File: src/assert_macros.svh
// assertion macros shared by the maze walker rtl
// expects signals named clk and rst_n in the module that uses them
`ifndef ASSERT_MACROS_SVH
`define ASSERT_MACROS_SVH

// property checked on every clock edge outside reset
`define GMD_ASSERT(label, prop, msg) \
    label: assert property (@(posedge clk) disable iff (!rst_n) prop) \
        else $error(msg);

// condition that must never be seen outside reset
`define GMD_ASSERT_NEVER(label, cond, msg) \
    label: assert property (@(posedge clk) disable iff (!rst_n) !(cond)) \
        else $error(msg);

`endif

File: src/gmd_pkg.sv
// types, constants and helpers for the grid maze depth-first walker
// no dependencies; used by every other file of the block except assert_macros.svh
package gmd_pkg;

    // grid and stack geometry
    localparam int GRID_SIDE   = 8;
    localparam int STACK_DEPTH = 64;
    localparam int COORD_W     = 3;
    localparam int CELL_COUNT  = GRID_SIDE * GRID_SIDE;
    localparam int CELL_AW     = $clog2(CELL_COUNT);
    localparam int STACK_AW    = $clog2(STACK_DEPTH);
    localparam int CNT_W       = STACK_AW + 1;

    localparam logic [COORD_W-1:0] COORD_MAX = COORD_W'(GRID_SIDE - 1);

    // request operation codes
    localparam logic OP_WRITE = 1'b0;
    localparam logic OP_RUN   = 1'b1;

    typedef enum logic [1:0] {
        KIND_OPEN  = 2'd0,
        KIND_WALL  = 2'd1,
        KIND_START = 2'd2,
        KIND_GOAL  = 2'd3
    } kind_t;

    typedef enum logic [2:0] {
        STAT_PATH   = 3'd0,
        STAT_GOAL   = 3'd1,
        STAT_SAME   = 3'd2,
        STAT_NOPATH = 3'd3,
        STAT_OVF    = 3'd4
    } status_t;

    // neighbour order: down, up, right, left
    typedef enum logic [1:0] {
        DIR_DOWN  = 2'd0,
        DIR_UP    = 2'd1,
        DIR_RIGHT = 2'd2,
        DIR_LEFT  = 2'd3
    } dir_t;

    typedef enum logic [3:0] {
        S_IDLE,
        S_CUR_RD,
        S_CUR_CHK,
        S_NB_RD,
        S_NB_CHK,
        S_BACK,
        S_POP_WAIT,
        S_PATH_RD,
        S_PATH_OUT,
        S_SAME,
        S_NOPATH,
        S_OVF
    } state_t;

    typedef struct packed {
        logic [COORD_W-1:0] row;
        logic [COORD_W-1:0] col;
    } pos_t;

    typedef struct packed {
        logic               op;
        logic [COORD_W-1:0] row;
        logic [COORD_W-1:0] col;
        logic [1:0]         cell_kind;
    } req_item_t;

    typedef struct packed {
        logic [COORD_W-1:0] path_row;
        logic [COORD_W-1:0] path_col;
        logic [2:0]         status;
        logic               last;
    } rsp_item_t;

    // controller to datapath
    typedef struct packed {
        logic    cell_wr;
        logic    run_init;
        logic    cell_rd;
        logic    rd_nb;
        logic    mark;
        logic    dir_clr;
        logic    dir_inc;
        logic    push;
        logic    pop;
        logic    load_cur;
        logic    path_rd;
        logic    out_path;
        logic    out_stat;
        status_t stat_code;
    } gmd_cmd_t;

    // datapath to controller
    typedef struct packed {
        logic cur_goal;
        logic nb_ok;
        logic nb_free;
        logic dir_last;
        logic count_zero;
        logic count_one;
        logic count_full;
        logic path_last;
        logic out_free;
    } gmd_sts_t;

    // linear cell index of a grid position
    function automatic logic [CELL_AW-1:0] cell_index(pos_t p);
        logic [CELL_AW-1:0] r;
        logic [CELL_AW-1:0] c;
        r = CELL_AW'(p.row);
        c = CELL_AW'(p.col);
        return CELL_AW'(r * CELL_AW'(GRID_SIDE)) + c;
    endfunction

endpackage

File: src/gmd_req_if.sv
// request channel: cell writes and run starts
// depends on gmd_pkg
interface gmd_req_if;
    import gmd_pkg::*;

    logic      valid;
    logic      ready;
    req_item_t data;

    modport source (output valid, output data, input ready);
    modport sink   (input valid, input data, output ready);
endinterface

File: src/gmd_rsp_if.sv
// result channel: path cells and run status
// depends on gmd_pkg
interface gmd_rsp_if;
    import gmd_pkg::*;

    logic      valid;
    logic      ready;
    rsp_item_t data;

    modport source (output valid, output data, input ready);
    modport sink   (input valid, input data, output ready);
endinterface

File: src/gmd_ctrl.sv
// run sequencer of the maze walker: visit, neighbour scan, backtrack, emit
// depends on gmd_pkg; drives the command struct of gmd_datapath
module gmd_ctrl (
    input  logic              clk,
    input  logic              rst_n,
    input  logic              req_valid,
    input  logic              req_op,
    output logic              req_ready,
    input  gmd_pkg::gmd_sts_t sts,
    output gmd_pkg::gmd_cmd_t cmd
);
    import gmd_pkg::*;

    state_t state_reg;
    state_t state_next;

    // state register
    always_ff @(posedge clk or negedge rst_n)
    begin
        if (!rst_n)
        begin
            state_reg <= S_IDLE;
        end
        else
        begin
            state_reg <= state_next;
        end
    end

    // next state
    always_comb
    begin
        state_next = state_reg;
        case (state_reg)
            S_IDLE:
            begin
                if (req_valid && req_op == OP_RUN)
                begin
                    state_next = S_CUR_RD;
                end
            end
            S_CUR_RD:
            begin
                state_next = S_CUR_CHK;
            end
            S_CUR_CHK:
            begin
                if (sts.cur_goal)
                begin
                    state_next = sts.count_zero ? S_SAME : S_PATH_RD;
                end
                else
                begin
                    state_next = S_NB_RD;
                end
            end
            S_NB_RD:
            begin
                if (sts.nb_ok)
                begin
                    state_next = S_NB_CHK;
                end
                else if (sts.dir_last)
                begin
                    state_next = S_BACK;
                end
            end
            S_NB_CHK:
            begin
                if (sts.nb_free)
                begin
                    state_next = sts.count_full ? S_OVF : S_CUR_RD;
                end
                else
                begin
                    state_next = sts.dir_last ? S_BACK : S_NB_RD;
                end
            end
            S_BACK:
            begin
                if (sts.count_zero)
                begin
                    state_next = S_NOPATH;
                end
                else
                begin
                    // popping the only entry returns to the start directly
                    state_next = sts.count_one ? S_CUR_RD : S_POP_WAIT;
                end
            end
            S_POP_WAIT:
            begin
                state_next = S_CUR_RD;
            end
            S_PATH_RD:
            begin
                state_next = S_PATH_OUT;
            end
            S_PATH_OUT:
            begin
                if (sts.out_free)
                begin
                    state_next = sts.path_last ? S_IDLE : S_PATH_RD;
                end
            end
            S_SAME, S_NOPATH, S_OVF:
            begin
                if (sts.out_free)
                begin
                    state_next = S_IDLE;
                end
            end
            default:
            begin
                state_next = S_IDLE;
            end
        endcase
    end

    // command outputs
    always_comb
    begin
        cmd           = '0;
        cmd.stat_code = STAT_PATH;
        req_ready     = 1'b0;
        case (state_reg)
            S_IDLE:
            begin
                req_ready = 1'b1;
                if (req_valid)
                begin
                    cmd.cell_wr  = (req_op == OP_WRITE);
                    cmd.run_init = (req_op == OP_RUN);
                end
            end
            S_CUR_RD:
            begin
                cmd.cell_rd = 1'b1;
            end
            S_CUR_CHK:
            begin
                cmd.mark    = 1'b1;
                cmd.dir_clr = 1'b1;
            end
            S_NB_RD:
            begin
                if (sts.nb_ok)
                begin
                    cmd.cell_rd = 1'b1;
                    cmd.rd_nb   = 1'b1;
                end
                else if (!sts.dir_last)
                begin
                    cmd.dir_inc = 1'b1;
                end
            end
            S_NB_CHK:
            begin
                if (sts.nb_free)
                begin
                    cmd.push = !sts.count_full;
                end
                else if (!sts.dir_last)
                begin
                    cmd.dir_inc = 1'b1;
                end
            end
            S_BACK:
            begin
                cmd.pop = !sts.count_zero;
            end
            S_POP_WAIT:
            begin
                cmd.load_cur = 1'b1;
            end
            S_PATH_RD:
            begin
                cmd.path_rd = 1'b1;
            end
            S_PATH_OUT:
            begin
                cmd.out_path = sts.out_free;
            end
            S_SAME:
            begin
                cmd.out_stat  = sts.out_free;
                cmd.stat_code = STAT_SAME;
            end
            S_NOPATH:
            begin
                cmd.out_stat  = sts.out_free;
                cmd.stat_code = STAT_NOPATH;
            end
            S_OVF:
            begin
                cmd.out_stat  = sts.out_free;
                cmd.stat_code = STAT_OVF;
            end
            default:
            begin
                cmd = '0;
            end
        endcase
    end

endmodule

File: src/gmd_datapath.sv
// datapath of the maze walker: grid memory, visited marks, path stack,
// position and direction registers and the result register; depends on gmd_pkg
`include "assert_macros.svh"

module gmd_datapath (
    input  logic               clk,
    input  logic               rst_n,
    input  gmd_pkg::req_item_t wr_item,
    input  gmd_pkg::gmd_cmd_t  cmd,
    output gmd_pkg::gmd_sts_t  sts,
    output logic               rsp_valid,
    input  logic               rsp_ready,
    output gmd_pkg::rsp_item_t rsp_data
);
    import gmd_pkg::*;

    // memories
    kind_t cell_mem [CELL_COUNT];
    pos_t  stack_mem [STACK_DEPTH];

    kind_t cell_rd_reg;
    pos_t  stack_rd_reg;

    // walk state
    pos_t                  cur_reg;
    pos_t                  start_reg;
    dir_t                  dir_reg;
    logic [CNT_W-1:0]      count_reg;
    logic [CNT_W-1:0]      k_reg;
    logic [CELL_COUNT-1:0] visited_reg;

    // result register
    logic               out_valid_reg;
    pos_t               out_pos_reg;
    status_t            out_status_reg;
    logic               out_last_reg;

    pos_t                nb;
    logic                nb_ok;
    logic [CELL_AW-1:0]  nb_idx;
    logic [CELL_AW-1:0]  cur_idx;
    logic [CELL_AW-1:0]  wr_idx;
    logic [CELL_AW-1:0]  cell_rd_addr;
    logic [STACK_AW-1:0] pop_addr;
    logic [STACK_AW-1:0] stack_rd_addr;
    logic                stack_rd_en;
    logic                count_one;
    logic                path_last;
    logic                out_free;
    logic                wr_on_grid;

    // neighbour in the current scan direction, off-grid flagged
    always_comb
    begin
        nb    = cur_reg;
        nb_ok = 1'b0;
        case (dir_reg)
            DIR_DOWN:
            begin
                nb_ok  = (cur_reg.row != COORD_MAX);
                nb.row = cur_reg.row + COORD_W'(1);
            end
            DIR_UP:
            begin
                nb_ok  = (cur_reg.row != '0);
                nb.row = cur_reg.row - COORD_W'(1);
            end
            DIR_RIGHT:
            begin
                nb_ok  = (cur_reg.col != COORD_MAX);
                nb.col = cur_reg.col + COORD_W'(1);
            end
            default:
            begin
                nb_ok  = (cur_reg.col != '0);
                nb.col = cur_reg.col - COORD_W'(1);
            end
        endcase
    end

    assign nb_idx     = cell_index(nb);
    assign cur_idx    = cell_index(cur_reg);
    assign wr_idx     = cell_index(pos_t'{row: wr_item.row, col: wr_item.col});
    assign wr_on_grid = (wr_item.row <= COORD_MAX) && (wr_item.col <= COORD_MAX);

    assign count_one = (count_reg == CNT_W'(1));
    assign path_last = (CNT_W'(k_reg + CNT_W'(1)) == count_reg);
    assign out_free  = !out_valid_reg || rsp_ready;

    // status back to the controller
    always_comb
    begin
        sts.cur_goal   = (cell_rd_reg == KIND_GOAL);
        sts.nb_ok      = nb_ok;
        sts.nb_free    = (cell_rd_reg != KIND_WALL) && !visited_reg[nb_idx];
        sts.dir_last   = (dir_reg == DIR_LEFT);
        sts.count_zero = (count_reg == '0);
        sts.count_one  = count_one;
        sts.count_full = (count_reg == CNT_W'(STACK_DEPTH));
        sts.path_last  = path_last;
        sts.out_free   = out_free;
    end

    // grid memory, one write or one read a cycle
    assign cell_rd_addr = cmd.rd_nb ? nb_idx : cur_idx;

    always_ff @(posedge clk)
    begin
        if (cmd.cell_wr && wr_on_grid)
        begin
            cell_mem[wr_idx] <= kind_t'(wr_item.cell_kind);
        end
        if (cmd.cell_rd)
        begin
            cell_rd_reg <= cell_mem[cell_rd_addr];
        end
    end

    // path stack: push at the top, read below the top on a pop or in order on emit
    assign pop_addr      = STACK_AW'(count_reg - CNT_W'(2));
    assign stack_rd_addr = cmd.path_rd ? k_reg[STACK_AW-1:0] : pop_addr;
    assign stack_rd_en   = cmd.path_rd || (cmd.pop && !count_one);

    always_ff @(posedge clk)
    begin
        if (cmd.push)
        begin
            stack_mem[count_reg[STACK_AW-1:0]] <= nb;
        end
        if (stack_rd_en)
        begin
            stack_rd_reg <= stack_mem[stack_rd_addr];
        end
    end

    // walk control registers
    always_ff @(posedge clk or negedge rst_n)
    begin
        if (!rst_n)
        begin
            cur_reg     <= '0;
            start_reg   <= '0;
            dir_reg     <= DIR_DOWN;
            count_reg   <= '0;
            k_reg       <= '0;
            visited_reg <= '0;
        end
        else
        begin
            if (cmd.cell_wr && wr_on_grid && wr_item.cell_kind == KIND_START)
            begin
                start_reg <= '{row: wr_item.row, col: wr_item.col};
            end

            if (cmd.run_init)
            begin
                visited_reg <= '0;
            end
            else if (cmd.mark)
            begin
                visited_reg[cur_idx] <= 1'b1;
            end

            if (cmd.run_init)
            begin
                cur_reg <= start_reg;
            end
            else if (cmd.push)
            begin
                cur_reg <= nb;
            end
            else if (cmd.pop && count_one)
            begin
                cur_reg <= start_reg;
            end
            else if (cmd.load_cur)
            begin
                cur_reg <= stack_rd_reg;
            end

            if (cmd.run_init)
            begin
                count_reg <= '0;
            end
            else if (cmd.push)
            begin
                count_reg <= count_reg + CNT_W'(1);
            end
            else if (cmd.pop)
            begin
                count_reg <= count_reg - CNT_W'(1);
            end

            if (cmd.run_init)
            begin
                k_reg <= '0;
            end
            else if (cmd.out_path)
            begin
                k_reg <= k_reg + CNT_W'(1);
            end

            if (cmd.dir_clr)
            begin
                dir_reg <= DIR_DOWN;
            end
            else if (cmd.dir_inc)
            begin
                dir_reg <= dir_t'(dir_reg + 2'd1);
            end
        end
    end

    // result valid flag
    always_ff @(posedge clk or negedge rst_n)
    begin
        if (!rst_n)
        begin
            out_valid_reg <= 1'b0;
        end
        else if (cmd.out_path || cmd.out_stat)
        begin
            out_valid_reg <= 1'b1;
        end
        else if (rsp_ready)
        begin
            out_valid_reg <= 1'b0;
        end
    end

    // result payload
    always_ff @(posedge clk)
    begin
        if (cmd.out_path)
        begin
            out_pos_reg    <= stack_rd_reg;
            out_status_reg <= path_last ? STAT_GOAL : STAT_PATH;
            out_last_reg   <= path_last;
        end
        else if (cmd.out_stat)
        begin
            out_pos_reg    <= cur_reg;
            out_status_reg <= cmd.stat_code;
            out_last_reg   <= 1'b1;
        end
    end

    assign rsp_valid         = out_valid_reg;
    assign rsp_data.path_row = out_pos_reg.row;
    assign rsp_data.path_col = out_pos_reg.col;
    assign rsp_data.status   = out_status_reg;
    assign rsp_data.last     = out_last_reg;

    // checks
    `GMD_ASSERT(a_count_bound, count_reg <= CNT_W'(STACK_DEPTH), "stack count above depth")
    `GMD_ASSERT(a_push_step,
        cmd.push |=> (count_reg == CNT_W'($past(count_reg) + CNT_W'(1))),
        "push did not grow the stack by one")
    `GMD_ASSERT(a_last_status,
        out_valid_reg |-> (out_last_reg == (out_status_reg != STAT_PATH)),
        "last flag disagrees with status")
    `GMD_ASSERT_NEVER(a_pop_empty, cmd.pop && count_reg == '0, "pop on an empty stack")

endmodule

File: src/grid_maze_dfs_path_unit.sv
// top level of the grid maze depth-first walker
// depends on gmd_pkg, gmd_req_if, gmd_rsp_if, gmd_ctrl and gmd_datapath
//
//  channel  dir  payload                              role
//  req      in   op, row, col, cell_kind              cell write or run start
//  rsp      out  path_row, path_col, status, last     path cell or run status
//
// a cell write is taken in the idle state; a run visits a cell with a read and a check, tries
// each on-grid neighbour with a read and a check and skips an off-grid one, backtracks
// to the start or via a pop wait to a stacked cell (then visited again), and emits each path
// cell by a stack read and an output step, or a status result; each memory has one read port
// requests are refused during a run; a stalled result holds the walk at its emitting step;
// reset clears the control state and the visited marks, not the memories
module grid_maze_dfs_path_unit (
    input logic       clk,
    input logic       rst_n,
    gmd_req_if.sink   req,
    gmd_rsp_if.source rsp
);
    import gmd_pkg::*;

    gmd_cmd_t cmd;
    gmd_sts_t sts;

    // sequencer
    gmd_ctrl u_ctrl (
        .clk       (clk),
        .rst_n     (rst_n),
        .req_valid (req.valid),
        .req_op    (req.data.op),
        .req_ready (req.ready),
        .sts       (sts),
        .cmd       (cmd)
    );

    // storage and result register
    gmd_datapath u_datapath (
        .clk       (clk),
        .rst_n     (rst_n),
        .wr_item   (req.data),
        .cmd       (cmd),
        .sts       (sts),
        .rsp_valid (rsp.valid),
        .rsp_ready (rsp.ready),
        .rsp_data  (rsp.data)
    );

endmodule
File: src/flat_wrapper.sv
// flat-port wrapper written by rule: the top's interface ports become plain ports
module grid_maze_dfs_path_unit_flat import gmd_pkg::*;
  (clk, rst_n, req_valid, req_data, req_ready, rsp_valid, rsp_data, rsp_ready);
  gmd_req_if req_i ();
  gmd_rsp_if rsp_i ();
  input logic clk;
  input logic rst_n;
  input wire logic [$bits(req_i.valid)-1:0] req_valid;
  input wire logic [$bits(req_i.data)-1:0] req_data;
  output wire logic [$bits(req_i.ready)-1:0] req_ready;
  output wire logic [$bits(rsp_i.valid)-1:0] rsp_valid;
  output wire logic [$bits(rsp_i.data)-1:0] rsp_data;
  input wire logic [$bits(rsp_i.ready)-1:0] rsp_ready;
  assign req_i.valid = req_valid;
  assign req_i.data = req_data;
  assign req_ready = req_i.ready;
  assign rsp_valid = rsp_i.valid;
  assign rsp_data = rsp_i.data;
  assign rsp_i.ready = rsp_ready;
  grid_maze_dfs_path_unit u_core (.clk(clk), .rst_n(rst_n), .req(req_i), .rsp(rsp_i));
endmodule
File: config.mk
export PLATFORM = sky130hd
export DESIGN_NAME = grid_maze_dfs_path_unit_flat
export DESIGN_NICKNAME = d
export VERILOG_FILES = /design/src/gmd_pkg.sv /design/src/gmd_req_if.sv /design/src/gmd_rsp_if.sv /design/src/gmd_ctrl.sv /design/src/gmd_datapath.sv /design/src/grid_maze_dfs_path_unit.sv /design/src/flat_wrapper.sv
export VERILOG_INCLUDE_DIRS = /design/src /design/src/src
export SDC_FILE = /design/constraint.sdc
export NUM_CORES = 1
export LEC_CHECK = 0
export ABC_AREA = 1
export BUFFER_PORTS_ARGS = -buffer_cell sky130_fd_sc_hd__buf_4
export CORE_MARGIN = 4
export CORE_UTILIZATION = 65
export CTS_BUF_LIST = sky130_fd_sc_hd__clkbuf_4 sky130_fd_sc_hd__clkbuf_8
export CTS_CLUSTER_SIZE = 20
export DETAILED_ROUTE_END_ITERATION = 10
export PLACE_DENSITY = 0.82
export SLEW_MARGIN = 0
export SYNTH_ARGS = -nofsm -noshare
export SYNTH_HDL_FRONTEND = slang
export SYNTH_SLANG_ARGS = --single-unit
File: constraint.sdc
create_clock -name clk -period 5.23 [get_ports clk]
set_input_delay 1.046 -clock clk [delete_from_list [all_inputs] [get_ports clk]]
set_output_delay 1.046 -clock clk [all_outputs]
set_load 0.01 [all_outputs]
# ---- After elaboration in Yosys (flattened, before gate mapping)
# Memories as Yosys holds them, arrays and structs flattened. A register that Yosys moved wholly into a read port is not among the register bits.
# Cells that the tools add are included.
dict set report word_totals {
  ramBits 512
  out_inout_bits 12
  memories 2
  in_bits 13
  rom_bits 0
  wordCells 159
  latch_bits 0
  ff_bits 107
}
dict set report op_classes {
  n_mux 67
  addsub 12
  n_reduce_logical 31
  n_bitwise 2
  n_mul 0
  order_cmp 5
  n_eq_ne 26
  shift 0
  n_div 0
}
# name depth width rd rd_clocked_by_memory_dff write_ports line
set memory_table {}
lappend memory_table {u_core.u_datapath.stack_mem 64 6 1 1 1 gmd_datapath.sv:19} ;# pos_t stack_mem [STACK_DEPTH];
lappend memory_table {u_core.u_datapath.cell_mem 64 2 1 1 1 gmd_datapath.sv:18} ;# kind_t cell_mem [CELL_COUNT];
# cell count
set ops {}
lappend ops {{$mux W64} 2}
lappend ops {{$or A64 B64 Y64} 1}
lappend ops {{$mux W6} 8}
lappend ops {{$mux W4} 10}
lappend ops {{$pmux W4 S10} 1}
lappend ops {{$mux W7} 5}
lappend ops {{$mux W1} 22}
lappend ops {{$add A6 B3 Y6} 3}
lappend ops {{$eq A4 B3 Y1 const B} 4}
lappend ops {{$eq A4 B4 Y1 const B} 4}
lappend ops {{$mux W3} 5}
lappend ops {{$add A7 B1 Y7 const B} 2}
lappend ops {{$lt A6 B7 Y1 const B} 2}
lappend ops {{$mux W2} 6}
lappend ops {{$pmux W3 S2} 2}
lappend ops {{$pmux W4 S3} 1}
lappend ops {{$reduce_bool A2 Y1} 5}
lappend ops {{$ne A3 B3 Y1 const B} 3}
lappend ops {{$reduce_bool A3 Y1} 3}
lappend ops {{$eq A2 B2 Y1 const B} 4}
lappend ops {{$eq A4 B2 Y1 const B} 2}
lappend ops {{$logic_and A1 B1 Y1} 8}
lappend ops {{$eq A7 B1 Y1 const B} 1}
lappend ops {{$eq A7 B7 Y1} 1}
lappend ops {{other kinds (26)} 38}

# ---- Depth between registers and ports, before layout
# Gate-level depths: netlist (run 1).
dict set report depth {
  ltp_word 12
  mapped_depth 22
  depth_no_buf 21
}

# ---- Modules after synthesis
# A second synthesis (run 1) with hierarchy kept.
dict set report unflattened {
  hier_cells 2744
  area_unflattened_um2 27969.3
}
# mod cells_per_inst area_each_um2 n_inst
set by_module_without_submodules {}
lappend by_module_without_submodules {gmd_datapath 2647 27400.0 1}
lappend by_module_without_submodules {gmd_ctrl 97 569.3 1}

# ---- Worst setup path before layout (run 1)
# OpenSTA, ideal clock, no wires.
dict set report synth_timing {
  path_kind {register to register}
  startpoint {register u_core.u_datapath.dir_reg[1]}
  endpoint {memory u_core.u_datapath.stack_mem[11][0] (netlist name), enable pin}
  stages_incl_launch_ff 15
  period_less_slack_ns 4.833
  arrival_ns 4.483
  slack_ns 0.397
  cell_sequence {dfrtp_1 > inv_1 > ha_1 > fa_1 > a21oi_1 > o21ai_0 > xor2_1 > inv_1 > nand3_1 > nand2_1 > nor2_4 > nand3_2 > inv_2 > nand3_1 > nor2_1}
}
# element line
set synth_lines {}
lappend synth_lines {{start, declared} gmd_datapath.sv:27} ;# dir_t dir_reg;
lappend synth_lines {{start signal, assigned} gmd_datapath.sv:209} ;# dir_reg <= dir_t'(dir_reg + 2'd1);
lappend synth_lines {{end, declared} gmd_datapath.sv:19}

==> results of run 1 <==
-- through the flow --
step	hold slack [ns]	utilization (%)	area, sq um	total power [mW]	setup slack, ns
finish	0.372	71.7	30000	19.4	0.324
global placement	0.475	67.1	28100	14.9	0.692
detailed placement	0.478	67.2	28100	15.1	0.397
floorplan	0.453	-	27500	12.4	0.397
global route	0.400	71.7	30000	20.3	0.0145
CTS	0.369	71.7	30000	19.1	0.348
-- worst max path at each step --
stage / startpoint / endpoint / slack, ns / depth (start not counted)
CTS: u_core.u_datapath.dir_reg[1]$_DFFE_PN0P_ / u_core.u_datapath.stack_mem[32][5]$_DFFE_PP_ / 0.35 / 18
global placement: u_core.u_datapath.cur_reg[0]$_DFFE_PN0P_ / u_core.u_datapath.stack_mem[32][4]$_DFFE_PP_ / 0.69 / 17
detailed placement: u_core.u_datapath.dir_reg[1]$_DFFE_PN0P_ / u_core.u_datapath.stack_mem[32][3]$_DFFE_PP_ / 0.40 / 17
global route: u_core.u_datapath.cur_reg[0]$_DFFE_PN0P_ / u_core.u_datapath.stack_mem[48][2]$_DFFE_PP_ / 0.01 / 17
finish: u_core.u_datapath.cur_reg[0]$_DFFE_PN0P_ / u_core.u_datapath.stack_mem[48][2]$_DFFE_PP_ / 0.32 / 17
floorplan: u_core.u_datapath.dir_reg[1]$_DFFE_PN0P_ / u_core.u_datapath.stack_mem[11][0]$_DFFE_PP_ / 0.40 / 14
-- cells in the final DEF (no fill, tap or decap), types with 3 or more instances in the layout --
cell,synthesis,final
a21oi_1,76,76
buf_4,6,49
bufinv_16,0,4
clkbuf_4,0,26
clkbuf_8,0,101
clkinv_1,6,33
clkinv_2,0,15
clkinvlp_4,0,3
dfrtp_1,97,97
edfxtp_1,530,530
ha_1,13,13
inv_1,187,184
inv_2,7,8
nand2_1,435,432
nand2_2,4,6
nand3_1,224,224
nand3_2,3,3
nand4_1,14,14
nor2_1,386,383
nor2_2,2,4
nor2_4,2,3
nor3_1,18,18
nor4_1,10,7
nor4_2,0,3
o211ai_1,32,32
o21ai_0,257,256
o21ai_1,11,6
o21ai_2,4,5
o21ai_4,0,5
o221ai_1,48,48
o22ai_1,70,70
xor2_1,15,14
-- layout make-up --
type	instances	area, sq um
Fill cell	2853	11800
Inverter	200	754
Clock inverter	49	323
Clock buffer	127	1590
Timing Repair Buffer	51	408
Sequential cell	627	18300
Multi-Input combinational cell	1637	7940
Tap cell	539	674
-- kinds of logic after synthesis --
kind of cell / count (synthesis)
and+or+nand+nor: 1100
DFF: 627
AOI/OAI and AO/OA: 504
buffers and inverters: 335
xor gates and xnor gates: 18
adders and majority gates: 15
-- power breakdown --
group          internal (mW)  switching, mW  total, mW  leakage [nW]
clock                   2.17           1.87       4.04          1.00
combinational           2.12           6.18       8.30          3.92
sequential              6.73          0.291       7.02          6.07
-- repair_timing --
item / CTS / global route
setup endpoints to repair: 0 / 84
gates resized for setup: 0 / 3
hold buffers: 0 / 0
-- layer usage --
layer	wire length (um)	vias up
met5	0	-
met3	7180	329
li1	-	9150
met4	3770	0
met1	25200	9633
met2	33200	1386
==> summary.txt, run 1 <==
Run status = finished clean
R2R Setup Slk = 0.32 ns
Initial core utilization = 65.7%
EDFF count, synth = 530
Critical path type = reg2reg
Ports = 25
Most common cell in the netlist = edfxtp_1
Nets = 2640
DR DRC count = 0
Worst path arrival time = 5.22 ns
Worst-Margin Slew = 1.30 ns
Worst hold path class = in2async
Total gr overflow = 0
Synth cell types = 38
Worst r2r dst = u_core.u_datapath.stack_mem[48][2]$_DFFE_PP_
Endpoints failing setup = 0
Routability cong. = 0.944
Die height = 214 um
Row cnt = 75
Core box area = 41900 sq um
Crit Path Max Fanout = 14
Rel. slew slack = 12.7%
Routed wire length = 69.3 mm
Setup bufs post-CTS = 0
Critical Path Max Stage Delay = 0.69 ns
Yosys top cell by area = edfxtp_1
CP bufs+invs = 3
GRT Util Overall = 30.4%
Xor and xnor area share after synthesis = 0.600%
Synth top cells by count = edfxtp_1 (530), nand2_1 (435), nor2_1 (386)
Largest net degree at the start of global routing = 193
Post-synthesis mux area share = 0%
Ys async rst share = 15.5%
DR vias/cell = 6.35
Met1 usage = 39.5%
RR Startpoint = u_core.u_datapath.cur_reg[0]$_DFFE_PN0P_
First-pass GRT wire length = 108 mm
CTS tree = done
CP max-delay cell = nand3_1
Total number of vias = 20500
Clk Latency, worst-skew pair = 0.69 ns
Tmin final = 4.91 ns
H-tree Lvls = 3
Yosys top cell area share = 57.9%
Compound-gate portion of the synthesized area = 10.6%
Initial antenna violation count = 0
Placed insts = 3054
Vias in the first global route = 20300
Area grow syn2layout = 9.16%
Worst-path clk slew = 0.07 ns
CP dominant cell by count = nand3_1
CP Launch Type = flip-flop
Clk buf depth = 3
Clock sink count = 627
Avg Cell Area, Syn = 10.6 sq um
Crit-path cells = inv_1 > fa_1 > nand2_1 > nand3_1 > nand2_1 > nand2_2 > inv_2 > nand3_1 > nand3_1 > nand3_1 > nand3_1 > nand2_1 > nor2_4 > nand3_2 > inv_2 > nand3_1 > nor2_1
Achievable Freq = 204 MHz
Worst R2R Path Depth = 17
Gate Count Post-Synth = 2599
Share of layout cells above drive strength 1 = 9.07%
Initial DRC count = 2931
Adder-Cell Fraction of Synth Area = 0.737%
Met2 Usage GRT = 49.0%
Cell family with most CP delay = simple AND/OR/NAND/NOR gates
Pre-antenna DRT Iters = 6
Diodes inserted = 0
Fin. Hold Viols = 0
Crit. End Element = flip-flop
Final worst path period share = 93.8%
Max Slew Vio Count = 0
Max FFs per register = 384
Final TNS setup = 0 ns
Die W = 214 um
RSZ-0062 raised after global routing = no
Simple-Gate Fraction of Synth Area = 16.5%
Required time of the critical path = 5.55 ns
Final cell count without fillers = 3230
M3 GR Usage = 6.77%
Area contributors post-synth = edfxtp_1 (58%), dfrtp_1 (8.8%), nand2_1 (5.9%)
Top_reg_cell synth = edfxtp_1
DPL Wire Length = 41.9 mm
Synth warn = 0
Cell Area, Synth = 27500 sq um
Gr busiest metal = met2
Leakage = 11.0 nW
Antenna viol nets, final = 0
Yosys reg bits = 627
Synth Net Count = 2627
Clk_skew = 0.0286 ns
Root buffer cell = clkbuf_8
IO buf count = 24
Combinational family with the most area after synthesis = simple AND/OR/NAND/NOR gates
Die area = 45700 sq um
Post-synthesis sequential area ratio = 66.7%
Routed len/inst = 21.5 um
Power Density = 645 nW/um^2
Max-cap viol count = 0
Worst ir drop on vdd = 569 uV
Num CTS Buffers = 95
Note: power is estimated with default switching activity, not from simulation.
==> run 2: changes to the inputs <==
ABC_AREA = default   (was 1)
CAP_MARGIN = 20   (was default)
CORE_UTILIZATION = 45   (was 65)
PLACE_DENSITY = default   (was 0.82)
==> summary.txt, run 2 <==
Endpoints failing setup = 0 (unchanged)
Rel. slew slack = 23.7% (was 12.7%)
Setup bufs post-CTS = 0 (unchanged)
Worst path arrival time = 5.09 ns (was 5.22 ns)
Seq pwr share = 34.6% (was 36.2%)
Pre-CTS WS = 0.653 ns (was 0.397 ns)
Cell family with most CP delay = compound AO/OA/AOI/OAI gates (was simple AND/OR/NAND/NOR gates)
First-pass GRT wire length = 107 mm (was 108 mm)
Clk buf depth = 3 (unchanged)
Pre-antenna DRT Iters = 6 (unchanged)
Cell Area, Synth = 27900 sq um (was 27500 sq um)
DR DRC count = 0 (unchanged)
Largest net degree at the start of global routing = 97 (was 193)
Achievable Freq = 216 MHz (was 204 MHz)
Max FFs per register = 384 (unchanged)
Initial antenna violation count = 1 (was 0)
EDFF count, synth = 530 (unchanged)
NetSw = 8.73 mW (was 8.34 mW)
Commonest non-fill, non-tap cell in the layout = edfxtp_1 (unchanged)
Antenna viol nets, final = 0 (unchanged)
Final TNS setup = 0 ns (unchanged)
Avg Cell Area, Syn = 14.6 sq um (was 10.6 sq um)
Fin. Hold Viols = 0 (unchanged)
Post-synthesis sequential area ratio = 65.9% (was 66.7%)
Commonest non-fill, non-tap cells in the layout = edfxtp_1 (530), nor2_1 (209), mux2i_1 (147) (was edfxtp_1 (530), nand2_1 (432), nor2_1 (383))
Yosys reg bits = 627 (unchanged)
Clk Latency, worst-skew pair = 0.71 ns (was 0.69 ns)
Synth Net Count = 1937 (was 2627)
Num CTS Buffers = 101 (was 95)
Clk_skew = 0.0384 ns (was 0.0286 ns)
Leakage = 11.0 nW (about the same)
Sw Ratio = 40.4% (was 43.1%)
Routed wire length = 69.9 mm (was 69.3 mm)
Worst-Margin Slew = 1.13 ns (was 1.30 ns)
Post-CTS Resized = 0 (unchanged)
Worst hold path class = in2async (unchanged)
Root buffer cell = clkbuf_8 (unchanged)
Int Power = 12.9 mW (was 11.0 mW)
Most common cell in the netlist = edfxtp_1 (unchanged)
Crit-path cells = inv_1 > ha_1 > fa_1 > buf_4 > nor3b_1 > nor3_1 > o21ai_2 > nand2_1 > mux2i_1 > a32o_1 > a221oi_1 > o22ai_1 > o41ai_2 (was inv_1 > fa_1 > nand2_1 > nand3_1 > nand2_1 > nand2_2 > inv_2 > nand3_1 > nand3_1 > nand3_1 > nand3_1 > nand2_1 > nor2_4 > nand3_2 > inv_2 > nand3_1 > nor2_1)
Max Slew Vio Count = 0 (unchanged)
Final worst path period share = 88.4% (was 93.8%)
CP Launch Type = flip-flop (unchanged)
DPL Wire Length = 43.6 mm (was 41.9 mm)
Area contributors post-synth = edfxtp_1 (57%), dfrtp_1 (8.7%), mux4_2 (7.9%) (was edfxtp_1 (58%), dfrtp_1 (8.8%), nand2_1 (5.9%))
Yosys top cell by area = edfxtp_1 (unchanged)
Synth cell types = 92 (was 38)
Gate power share = 45.4% (was 42.9%)
Die area = 65900 sq um (was 45700 sq um)
Critical path type = reg2reg (unchanged)
Share of layout cells above drive strength 1 = 20.8% (was 9.07%)
Initial DRC count = 1608 (was 2931)
Run status = finished clean (unchanged)
Top_reg_cell synth = edfxtp_1 (unchanged)
RSZ-0062 raised after global routing = no (unchanged)
Worst ir drop on vdd = 559 uV (was 569 uV)
Ys async rst share = 15.5% (unchanged)
Synth top cells by count = edfxtp_1 (530), nor2_1 (209), mux2i_1 (148) (was edfxtp_1 (530), nand2_1 (435), nor2_1 (386))
Die W = 257 um (was 214 um)
Total number of vias = 17200 (was 20500)
R2R Setup Slk = 0.61 ns (was 0.32 ns)
CP bufs+invs = 2 (was 3)
Routability cong. = 0.882 (was 0.944)
Cts hold-fix bufs = 0 (unchanged)
Clock Power Share = 20.0% (was 20.9%)
Nets = 2038 (was 2640)
Max-cap viol count = 0 (unchanged)
Tmin final = 4.62 ns (was 4.91 ns)
Total gr overflow = 0 (unchanged)
GRT Util Overall = 21.1% (was 30.4%)
Final worst slack = 0.606 ns (was 0.324 ns)
Power Density = 689 nW/um^2 (was 645 nW/um^2)
H-tree Lvls = 3 (unchanged)
IO buf count = 24 (unchanged)
Initial core utilization = 45.8% (was 65.7%)
Routed len/inst = 24.3 um (was 21.5 um)
Row cnt = 90 (was 75)
Required time of the critical path = 5.70 ns (was 5.55 ns)
Ports = 25 (unchanged)
CP max-delay cell = fa_1 (was nand3_1)
Vias in the first global route = 17300 (was 20300)
Yosys top cell area share = 57.1% (was 57.9%)
Clock sink count = 627 (unchanged)
Die height = 257 um (was 214 um)
CTS tree = done (unchanged)
Synth warn = 0 (unchanged)
Gate Count Post-Synth = 1909 (was 2599)
DR vias/cell = 5.98 (was 6.35)
Area grow syn2layout = 12.6% (was 9.16%)
Crit Path Max Fanout = 33 (was 14)
Critical Path Max Stage Delay = 0.53 ns (was 0.69 ns)
Crit. End Element = flip-flop (unchanged)
Core box area = 60800 sq um (was 41900 sq um)
Worst-path clk slew = 0.06 ns (was 0.07 ns)
run 2: cell types whose count changed after synthesis, sizes merged, moves of 59 or more:
cell	before	now
inv	194	21
mux4	0	98
o21ai	272	44
nor2	390	211
mux2i	0	148
nand2	439	121
o22ai	70	11
nand3	227	49
run 2: power groups by stage:
stage	Sequential, mW	Combinational (mW)	Clock [mW]
4_1_cts	7.47	9.79	4.40
6_report	7.48	9.81	4.31
3_3_place_gp	7.57	9.68	0
3_5_place_dp	7.56	9.77	0
5_1_grt	7.52	10.6	4.65
2_1_floorplan	7.33	6.67	0
run 2: worst reg2reg max path: stages (launching register included):
cell and delay, ns:
dfrtp_1 0.41, inv_1 0.08, ha_1 0.31, fa_1 0.53
buf_4 0.38, nor3b_1 0.46, nor3_1 0.14, o21ai_2 0.23
nand2_1 0.50, mux2i_1 0.26, a32o_1 0.28, a221oi_1 0.27
o22ai_1 0.14, o41ai_2 0.42
run 2: per-stage QoR:
| step | instances | cell area (sq um) | utilization (%) | hold slack [ns] | total power, mW |
|---|---|---|---|---|---|
| after floorplan | 1909 | 27900 | - | 0.457 | 14.0 |
| after global placement | 2684 | 29300 | 48.1 | 0.482 | 17.3 |
| after detailed placement | 2686 | 29300 | 48.1 | 0.485 | 17.3 |
| after CTS | 2869 | 31300 | 51.5 | 0.461 | 21.7 |
| after global routing | 2873 | 31400 | 51.6 | 0.540 | 22.7 |
| final | 2873 | 31400 | 51.6 | 0.477 | 21.6 |
run 2: path summary, 6_finish.rpt:
| path | startpoint | endpoint | cells past startpoint |
|---|---|---|---|
| max | u_core.u_datapath.dir_reg[0]$_DFFE_PN0P_ | u_core.u_datapath.cell_rd_reg[0]$_DFFE_PP_ | 13 |
| min | rst_n | u_core.u_datapath.start_reg[0]$_DFFE_PN0P_ | 1 |
| max reg2reg | u_core.u_datapath.dir_reg[0]$_DFFE_PN0P_ | u_core.u_datapath.cell_rd_reg[0]$_DFFE_PP_ | 13 |
| min reg2reg | u_core.u_datapath.visited_reg[51]$_DFFE_PN0P_ | u_core.u_datapath.visited_reg[51]$_DFFE_PN0P_ | 2 |
| max in group asynchronous | rst_n | u_core.u_datapath.visited_reg[51]$_DFFE_PN0P_ | 2 |
| min in group clk | u_core.u_datapath.visited_reg[51]$_DFFE_PN0P_ | u_core.u_datapath.visited_reg[51]$_DFFE_PN0P_ | 2 |
run 2: cell families after synthesis:
group,Yosys count,share of synthesized area (%)
flip-flops,627,65.9
AND/OR/NAND/NOR,555,9.30
AO/OA/AOI/OAI,276,6.82
multiplexers,271,14.3
buffers and inverters,139,2.20
XOR/XNOR,26,0.845
adder cells (fa/ha/maj),15,0.728
run 2: area by class of cell:
class | instances | area, sq um
multi-input cells | 1143 | 9010
clock inverters | 57 | 452
flip-flops and latches | 627 | 18300
well taps | 782 | 978
repair buffers | 111 | 881
fillers | 5072 | 29400
diodes | 1 | 2.50
inverters | 26 | 100
clock buffers | 126 | 1600
run 2: per-layer routing:
layer | vias up | GRT usage, % | share of wire (%)
li1 | 7636 | - | -
met1 | 8732 | 30.2 | 43
met2 | 700 | 33.5 | 47
met3 | 117 | 3.68 | 7.2
met4 | 0 | 6.29 | 2.3
met5 | - | 0 | 0
==> run 3: changes to the inputs <==
ABC_AREA = 1   (was default)
CORE_UTILIZATION = 57   (was 45)
GPL_TIMING_DRIVEN = 0   (was default)
PLACE_DENSITY = 0.73   (was default)
==> summary.txt, run 3 (same netlist as run 1, synthesis figures left out) <==
DPL Wire Length = 54.9 mm (was 43.6 mm)
Required time of the critical path = 5.56 ns (was 5.70 ns)
Placed insts = 3250 (was 2686)
First-pass GRT wire length = 122 mm (was 107 mm)
Clk_skew = 0.0195 ns (was 0.0384 ns)
Power Density = 669 nW/um^2 (was 689 nW/um^2)
DR DRC count = 0 (unchanged)
Share of layout cells above drive strength 1 = 11.7% (was 20.8%)
RSZ-0062 raised after global routing = yes (was no)
Max FFs per register = 384 (unchanged)
Row cnt = 80 (was 90)
Nets = 2763 (was 2038)
DR vias/cell = 6.20 (was 5.98)
Routability cong. = 1.00 (was 0.882)
GRT Util Overall = 31.7% (was 21.1%)
Worst hold path class = in2async (unchanged)
Achievable Freq = 199 MHz (was 216 MHz)
Run status = finished clean (unchanged)
Final cell count without fillers = 3430 (was 2873)
Worst ir drop on vdd = 503 uV (was 559 uV)
Fin. Hold Viols = 0 (unchanged)
CP Launch Type = flip-flop (unchanged)
Total gr overflow = 0 (unchanged)
IO buf count = 24 (unchanged)
Max Slew Vio Count = 0 (unchanged)
CTS tree = done (unchanged)
Commonest non-fill, non-tap cells in the layout = edfxtp_1 (530), nand2_1 (434), nor2_1 (322) (was edfxtp_1 (530), nor2_1 (209), mux2i_1 (147))
Clk Latency, worst-skew pair = 0.69 ns (was 0.71 ns)
Final TNS setup = 0 ns (unchanged)
Tmin final = 5.02 ns (was 4.62 ns)
Crit Path Max Fanout = 37 (was 33)
Leakage = 11.3 nW (was 11.0 nW)
Die W = 228 um (was 257 um)
Initial core utilization = 57.6% (was 45.8%)
Total number of vias = 21300 (was 17200)
Final worst path period share = 96.0% (was 88.4%)
Root buffer cell = clkbuf_8 (unchanged)
Clk buf depth = 3 (unchanged)
Die height = 228 um (was 257 um)
Worst path arrival time = 5.35 ns (was 5.09 ns)
Commonest non-fill, non-tap cell in the layout = edfxtp_1 (unchanged)
Setup bufs post-CTS = 0 (unchanged)
Pre-antenna DRT Iters = 8 (was 6)
Worst r2r dst = u_core.u_datapath.stack_mem[48][3]$_DFFE_PP_ (was u_core.u_datapath.cell_rd_reg[0]$_DFFE_PP_)
H-tree Lvls = 3 (unchanged)
R2R Setup Slk = 0.21 ns (was 0.61 ns)
RR Startpoint = u_core.u_datapath.cur_reg[0]$_DFFE_PN0P_ (was u_core.u_datapath.dir_reg[0]$_DFFE_PN0P_)
Die area = 51800 sq um (was 65900 sq um)
Fill cells = 3695 (was 5072)
Num CTS Buffers = 98 (was 101)
Cts hold-fix bufs = 0 (unchanged)
Vias in the first global route = 20300 (was 17300)
Critical path type = reg2reg (unchanged)
Initial DRC count = 2358 (was 1608)
Area grow syn2layout = 12.4% (was 12.6%)
Core box area = 47700 sq um (was 60800 sq um)
Endpoints failing setup = 0 (unchanged)
Max-cap viol count = 0 (unchanged)
Routed wire length = 82.3 mm (was 69.9 mm)
Rel. slew slack = 23.5% (was 23.7%)
Clock sink count = 627 (unchanged)
Antenna viol nets, final = 0 (unchanged)
Worst-path clk slew = 0.07 ns (was 0.06 ns)
Initial antenna violation count = 1 (unchanged)
Crit. End Element = flip-flop (unchanged)
Largest net degree at the start of global routing = 74 (was 97)
Ports = 25 (unchanged)
Worst R2R Path Depth = 17 (was 13)
Worst-Margin Slew = 1.14 ns (was 1.13 ns)
Routed len/inst = 24.0 um (was 24.3 um)
Tot Pwr = 20.7 mW (was 21.6 mW)
[run 3: final cells by class]
class | count | area (sq um) | area share, %
antenna | 1 | 2.50 | 0.00809
sequential | 627 | 18300 | 59.3
timing repair buffer | 36 | 330 | 1.07
clock buffer | 135 | 1680 | 5.42
inverter | 200 | 751 | 2.43
buffer | 135 | 597 | 1.93
tap | 615 | 769 | 2.49
multi-input combinational | 1637 | 8110 | 26.2
clock inverter | 44 | 348 | 1.12
[run 3: critical path, stage by stage, from the launching register on]
cell and delay (ns):
dfrtp_1 0.47, inv_1 0.11, buf_2 0.21, fa_1 0.61, o21ai_2 0.18, buf_2 0.43, buf_12 0.30, nand3_1 0.11
nand3_1 0.09, nand3_1 0.11, nand3_1 0.11, nand3_1 0.13, nand2_1 0.13, nor2_4 0.23, nand3_2 0.13, inv_2 0.26
nand3_2 0.46, nor2_2 0.54
[run 3: power breakdown]
part | switching (mW) | internal (mW)
Combinational | 7.13 | 2.35
Clock | 1.91 | 2.37
Sequential | 0.202 | 6.72
Total | 9.25 | 11.4
[run 3: per-stage QoR]
stage          area [sq um]  utilization [%]  setup WS [ns]  hold slack (ns)
6_report              30900             64.8          0.212            0.347
5_1_grt               30900             64.8        -0.0231            0.355
4_1_cts               30700             64.3        -0.0614            0.330
3_5_place_dp          28700             60.0        -0.0326            0.487
3_3_place_gp          28500             59.6          -2.83            0.480
2_1_floorplan         27500                -          0.397            0.453
[run 3: worst max path at each step]
stage	from	cells after the start	to	slack [ns]
final	u_core.u_datapath.cur_reg[0]$_DFFE_PN0P_	17	u_core.u_datapath.stack_mem[48][3]$_DFFE_PP_	0.21
after global routing	u_core.u_datapath.cur_reg[0]$_DFFE_PN0P_	17	u_core.u_datapath.stack_mem[49][0]$_DFFE_PP_	-0.02
after CTS	u_core.u_datapath.cur_reg[0]$_DFFE_PN0P_	18	u_core.u_datapath.stack_mem[3][4]$_DFFE_PP_	-0.06
after detailed placement	u_core.u_datapath.cur_reg[0]$_DFFE_PN0P_	18	u_core.u_datapath.stack_mem[21][5]$_DFFE_PP_	-0.03
after global placement	u_core.u_datapath.dir_reg[1]$_DFFE_PN0P_	14	u_core.u_datapath.stack_mem[22][4]$_DFFE_PP_	-2.83
after floorplan	u_core.u_datapath.dir_reg[1]$_DFFE_PN0P_	14	u_core.u_datapath.stack_mem[11][0]$_DFFE_PP_	0.40
[run 3: what timing repair did]
action                                  CTS  global route
hold endpoints to repair                  0             0
cloned                                    0             0
gates resized for setup                  10            70
endpoints found under the setup margin  109           384
[run 3: per-layer routing]
layer  vias up  part of all wire, %  GRT usage (%)
li1       9433                    -              -
met1     10200                   37           41.2
met2      1336                   48           51.5
met3       287                   10           6.88
met4         0                  5.6           15.2
met5         -                    0              0
